[config.mk]
export PLATFORM = sky130hd
export DESIGN_NAME = tlri_queue
export DESIGN_NICKNAME = d
export VERILOG_FILES = /design/src/hdl/two_line_relation_intersect_unit_assert.svh /design/src/hdl/tlri_pkg.sv /design/src/hdl/tlri_queue.sv
export SDC_FILE = /design/constraint.sdc
export NUM_CORES = 1
export LEC_CHECK = 0
export BUFFER_PORTS_ARGS = -buffer_cell sky130_fd_sc_hd__buf_2
export CAP_MARGIN = 20
export CORE_MARGIN = 4
export CORE_UTILIZATION = 40
export CTS_CLUSTER_SIZE = 12
export DETAILED_ROUTE_END_ITERATION = 8
export HOLD_SLACK_MARGIN = 0.03
export PLACE_DENSITY_LB_ADDON = 0.25
export SYNTH_ARGS = -nofsm -noshare
export SYNTH_HDL_FRONTEND = slang
export SYNTH_SLANG_ARGS = --single-unit
[constraint.sdc]
create_clock -name clock -period 5.33 [get_ports clock]
set_input_delay 0.7995 -clock clock [delete_from_list [all_inputs] [get_ports clock]]
set_output_delay 0.7995 -clock clock [all_outputs]
set_load 0.05 [all_outputs]
[src/hdl/two_line_relation_intersect_unit_assert.svh]
// Assertion macros shared by the line intersection unit.
// Each macro takes a label, clock, reset, antecedent and consequent.
`ifndef TWO_LINE_RELATION_INTERSECT_UNIT_ASSERT_SVH
`define TWO_LINE_RELATION_INTERSECT_UNIT_ASSERT_SVH

// Same-cycle implication.
`define TLRI_ASSERT_NOW(label, clk, rst, ante, cons) \
   label: assert property (@(posedge clk) disable iff (rst) (ante) |-> (cons)) \
      else $error("tlri assertion failed");

// Next-cycle implication.
`define TLRI_ASSERT_NEXT(label, clk, rst, ante, cons) \
   label: assert property (@(posedge clk) disable iff (rst) (ante) |=> (cons)) \
      else $error("tlri assertion failed");

`endif

[src/hdl/tlri_pkg.sv]
// Package for the line intersection unit: widths, codes and the item record
// passed from the classifying front end to the division back end.
package tlri_pkg;

   localparam int FRAC_BITS_DEF = 16;
   localparam int COORD_W = 16;
   localparam int DELTA_W = 17;
   localparam int CPROD_W = 32;
   localparam int C_W     = 33;
   localparam int DPROD_W = 34;
   localparam int DEN_W   = 35;
   localparam int NPROD_W = 50;
   localparam int NUM_W   = 51;
   localparam int QUOT_W  = 48;
   // Back end tag pipeline: magnitude stage, setup stage, one stage per quotient bit.
   localparam int DIV_LAT = QUOT_W + 2;
   localparam int QUEUE_DEPTH = 4;

   localparam logic signed [QUOT_W-1:0] QUOT_MAX = {1'b0, {(QUOT_W-1){1'b1}}};
   localparam logic signed [QUOT_W-1:0] QUOT_MIN = {1'b1, {(QUOT_W-1){1'b0}}};

   typedef enum logic [1:0] {
      REL_PARALLEL  = 2'd0,
      REL_PERP      = 2'd1,
      REL_INTERSECT = 2'd2,
      REL_DEGEN     = 2'd3
   } relation_type;

   typedef struct packed {
      relation_type             relation;
      logic signed [C_W-1:0]     ca;
      logic signed [C_W-1:0]     cb;
      logic signed [DEN_W-1:0]   den;
      logic signed [DELTA_W-1:0] dxa;
      logic signed [DELTA_W-1:0] dya;
      logic signed [DELTA_W-1:0] dxb;
      logic signed [DELTA_W-1:0] dyb;
   } tlri_item_type;

endpackage

[src/hdl/tlri_queue.sv]
// Small FIFO that decouples the classifying front end from the divider back end.
// Depends on tlri_pkg for the item record.
module tlri_queue
   import tlri_pkg::*;
(
   input  logic          clock,
   input  logic          reset,
   input  logic          in_valid,
   output logic          in_ready,
   input  tlri_item_type in_item,
   output logic          out_valid,
   input  logic          out_ready,
   output tlri_item_type out_item
);

   localparam int PTR_W = $clog2(QUEUE_DEPTH);
   localparam int CNT_W = $clog2(QUEUE_DEPTH + 1);

   tlri_item_type    mem_ff [QUEUE_DEPTH];
   logic [PTR_W-1:0] wr_ff, rd_ff;
   logic [CNT_W-1:0] count_ff;
   logic             push, pop;

   assign in_ready  = count_ff != CNT_W'(QUEUE_DEPTH);
   assign out_valid = count_ff != '0;
   assign out_item  = mem_ff[rd_ff];
   assign push      = in_valid && in_ready;
   assign pop       = out_valid && out_ready;

   always_ff @(posedge clock) begin
      if (reset) begin
         wr_ff    <= '0;
         rd_ff    <= '0;
         count_ff <= '0;
      end else begin
         if (push) begin
            wr_ff <= wr_ff + 1'b1;
         end
         if (pop) begin
            rd_ff <= rd_ff + 1'b1;
         end
         if (push && !pop) begin
            count_ff <= count_ff + 1'b1;
         end else if (pop && !push) begin
            count_ff <= count_ff - 1'b1;
         end
      end
   end

   always_ff @(posedge clock) begin
      if (push) begin
         mem_ff[wr_ff] <= in_item;
      end
   end

endmodule

=== Word-level counts from Yosys, hierarchy flattened ===
Memories as Yosys holds them, arrays and structs flattened. A register that Yosys moved wholly into a read port is not among the register bits.
Cells that the tools add are included.

* $add $sub $neg: 4
* Reductions and logical operators: 8
* Equality and inequality tests: 1
* Multiplexer cells: 6

{| class="wikitable"
|+ Operators by type and width
! operator !! number
|-
| $mux W3 || 2
|-
| $add A2 B1 Y2 const B || 2
|-
| $logic_and A1 B1 Y1 || 4
|-
| $mux W2 || 2
|-
| $add A3 B1 Y3 const B || 1
|-
| $ne A3 B3 Y1 const B || 1
|-
| $reduce_bool A3 Y1 || 1
|-
| $sub A3 B1 Y3 const B || 1
|-
| $logic_not A1 Y1 || 2
|-
| $mux W1 || 2
|-
| $reduce_bool A2 Y1 || 1
|}

* Register bits after elaboration: 7
* Bits in writable memories: 684
* Logic and storage cells: 23
* Memories kept: 1
* Output and inout port bits: 173

{| class="wikitable"
|+ Memories
! memory !! words !! bits a word !! rd ports !! clocked after memory_dff !! write ports !! RTL line !! text
|-
| mem_ff || 4 || 171 || 1 || 1 || 1 || tlri_queue.sv:19 || <nowiki>tlri_item_type mem_ff [QUEUE_DEPTH];</nowiki>
|}

=== Longest topological paths before layout ===
* Depth after elaboration: 6
* Mapped depth: 8
* Gate-level depth less buffers: 8

=== Least setup slack after synthesis ===
OpenSTA, ideal clock, no wires.

* Path kind: input to register
* From: in in_valid
* To: mem mem_ff[2][0] (netlist name) (enable)
* Stages: 2
* Arrival: 5.013 ns
* Required time: 4.778 ns
* Library setup time: 0.552 ns
* Slack: -0.234 ns
* Cell sequence: a21boi_2 > and2_1

* Cells in the longest elaborated chain, start to end: 3

{| class="wikitable"
|+ RTL lines
! element !! RTL line !! text
|-
| start, declared || tlri_queue.sv:8 || <nowiki>input logic in_valid,</nowiki>
|-
| $logic_and A1 B1 Y1 || tlri_queue.sv:27 || <nowiki>assign push = in_valid && in_ready;</nowiki>
|-
| $mux W1 || tlri_queue.sv:51 || <nowiki>if (push) begin</nowiki>
|-
| $mux W1 (implied by the code) || tlri_queue.sv:52 || <nowiki>mem_ff[wr_ff] <= in_item;</nowiki>
|-
| end, declared || tlri_queue.sv:19 ||
|}

No other way between the ends.

==> flow_summary.toml <==
[synth]
synth_most_common_cell = "edfxtp_1"
async_flop_share = 0
ys_seq_area_frac = 0.825
synth_area_leaders = "edfxtp_1 82%, mux4_2 15%, dfxtp_1 0.72%, buf_6 0.49%, buf_2 0.38%"
syn_inst = 941
syn-cell-area_um2 = 25100
synth-seq-cells = 693
ys_top_cells_by_count = "684 x edfxtp_1, 171 x mux4_2, 19 x buf_2"
yosys.cell_types.count = 23
yosysWarnings = 0
yosys.area.top_type = "edfxtp_1"
yosys.area.top_type_share = 0.818
syn_area_per_cell_um2 = 26.7
synth-main-ff-cell = "edfxtp_1"
synth_edf_count = 684
syn_nets = 1122

[clocking]
ctsRootBufferMaster = "clkbuf_16"
htree_levels = 3
clockBufferDepth = 3
postCtsSetupBuffers = 0
clk_pin_slew_worst_paths_ps = 50
clkLatencyLatePin_ps = 590
numCtsBuffers = 74
cts_tree = "built"
numClockSinks = 693
cts_hold_buf = 0
ctsResizeCount = 0

[die]
initial_core_util = 0.405
dieArea_um2 = 66800
io_pins = 348
coreArea_um2 = 61900
die_w_um = 259
rows = 91
die_y_um = 259

[timing]
max_slew_margin = 0.331
setup_violations = 0
hold_viol_final = 0
period_needed_ps = 3640
min_period_over_period = 0.683
rsz0062_at_grt = "no"
finClkSkew_ps = 12.9
worstMarginPinSlew_ps = 1000
slew_viol_final = 0
worst_slack_ps = 1690
fmax_mhz = 275
tns_ps = 0

[power_and_ir_drop]
p_int_mw = 10.9
seq_power_share = 0.410
power.density_nw_per_um2 = 555
p_leak_nw = 9.98
clockPowerShare = 0.281
vdd_ir_drop_max_mv = 0.350
pwr-share-comb = 0.309
swShare = 0.346
switchingPower_mw = 5.80

[global_route]
grt_overflow = 0
grt_usage = 0.153
grt_pass1_wl_um = 76900
grt_start_max_net_pins = 82
antenna_found_initial = 15
grt_pass1_vias = 12100

[layout]
fin_cells = 2234
design_area_um2 = 30200
fin_nets = 1528
area_growth_pct = 20.2
drive_gt1_frac = 0.462

[worst_setup_path]
critPathRequiredTime_ps = 4530
end_kind = "output port"
reg2reg_from = "count_ff[0]"
crit_fanout = 41
cp.arrival_ps = 2840
path_class = "reg2out"
r2r_cells = 4
crit_path_start_kind = "register"

[route]
drc = 0
wl_per_cell_um = 23.1
dr.pass1.iters = 5
final_antenna_net_count = 0
routed_wl_um = 51600
viasPerCell = 5.09
dr_total_vias = 11400
initialDrtViolationCount = 907

[worst_hold_path]
hold_start = "in_item[128]"
hold_depth = 1
min_path_type = "in2reg"

[placed_design]
dpl_cell_area_um2 = 28000
dp_cells = 2108
io_buffers = 347
gp_congestion = 0.726
hpwlAfterDp_um = 30700
post-place-ws_ps = 2190

[run]
max-cap-violations = 0

[status]
status = "completed"
## state kept, by name (all words and copies together), names as in the netlist, named ones only
name	cells
mem_ff	684
rd_ff	2
count_ff	3
wr_ff	2
## logic make-up after synthesis
group	Yosys count	synth area share
buffers and inverters	42	0.0105
and+or+nand+nor	17	0.00334
muxes	174	0.155
adders and majority gates	6	0.00329
DFF	693	0.825
AOI/OAI and AO/OA	5	0.00149
xor gates and xnor gates	4	0.00140
## power groups by stage
stage          Combinational, mW  Clock [mW]  Sequential (mW)
2_1_floorplan               4.12           0             6.85
5_1_grt                     5.43        5.09             6.92
6_report                    5.17        4.70             6.86
4_1_cts                     5.28        4.85             6.88
3_3_place_gp                5.25           0             6.96
3_5_place_dp                5.27           0             6.99
## worst max-delay path, stage by stage, from the launching register on
cell	delay [ps]
dfxtp_4	950
buf_4	450
mux4_2	560
buf_2	230
## placed cells by master (no fill, tap or decap), drive strengths merged, types with 2 or more instances in the layout
cell type	synthesis	layout
diode	0	6
mux4	171	171
mux2i	2	2
or3	2	2
clkinv	0	24
nor2	8	8
and2	4	4
edfxtp	684	684
dfxtp	9	9
clkbuf	7	91
nand2b	2	2
buf	32	369
xor2	4	4
inv	3	5
ha	5	5
bufinv	0	3
## routing by layer
| layer | track usage | part of all wire | up-vias |
|---|---|---|---|
| met5 | 0 | 0.0024 | - |
| met4 | 0.0480 | 0.023 | 20 |
| met3 | 0.0487 | 0.076 | 103 |
| met2 | 0.245 | 0.49 | 355 |
| met1 | 0.203 | 0.41 | 5977 |
| li1 | - | - | 4907 |
## stage by stage
stage          hold slack, ps   util  power, mW
2_1_floorplan             482      -       11.0
3_3_place_gp              499  0.451       12.2
3_5_place_dp              519  0.451       12.3
4_1_cts                   363  0.487       17.0
5_1_grt                   376  0.487       17.4
6_report                  418  0.487       16.7
## final cells by class
cell class | count | area (um2)
fill | 5094 | 31800
sequential | 693 | 20700
multi-input combinational | 206 | 4130
timing repair buffer | 369 | 2040
clock buffer | 91 | 1980
tap | 837 | 1050
clock inverter | 29 | 214
antenna | 6 | 15.0
inverter | 3 | 11.3
## worst paths after layout
path / end / slack, ps
min reg2reg: wr_ff[1] / 520
max: out_item[44] / 1690
max reg2reg: mem_ff[3][119] / 2720
min: mem_ff[3][128] / 420
Note: power is estimated with default switching activity, not from simulation.
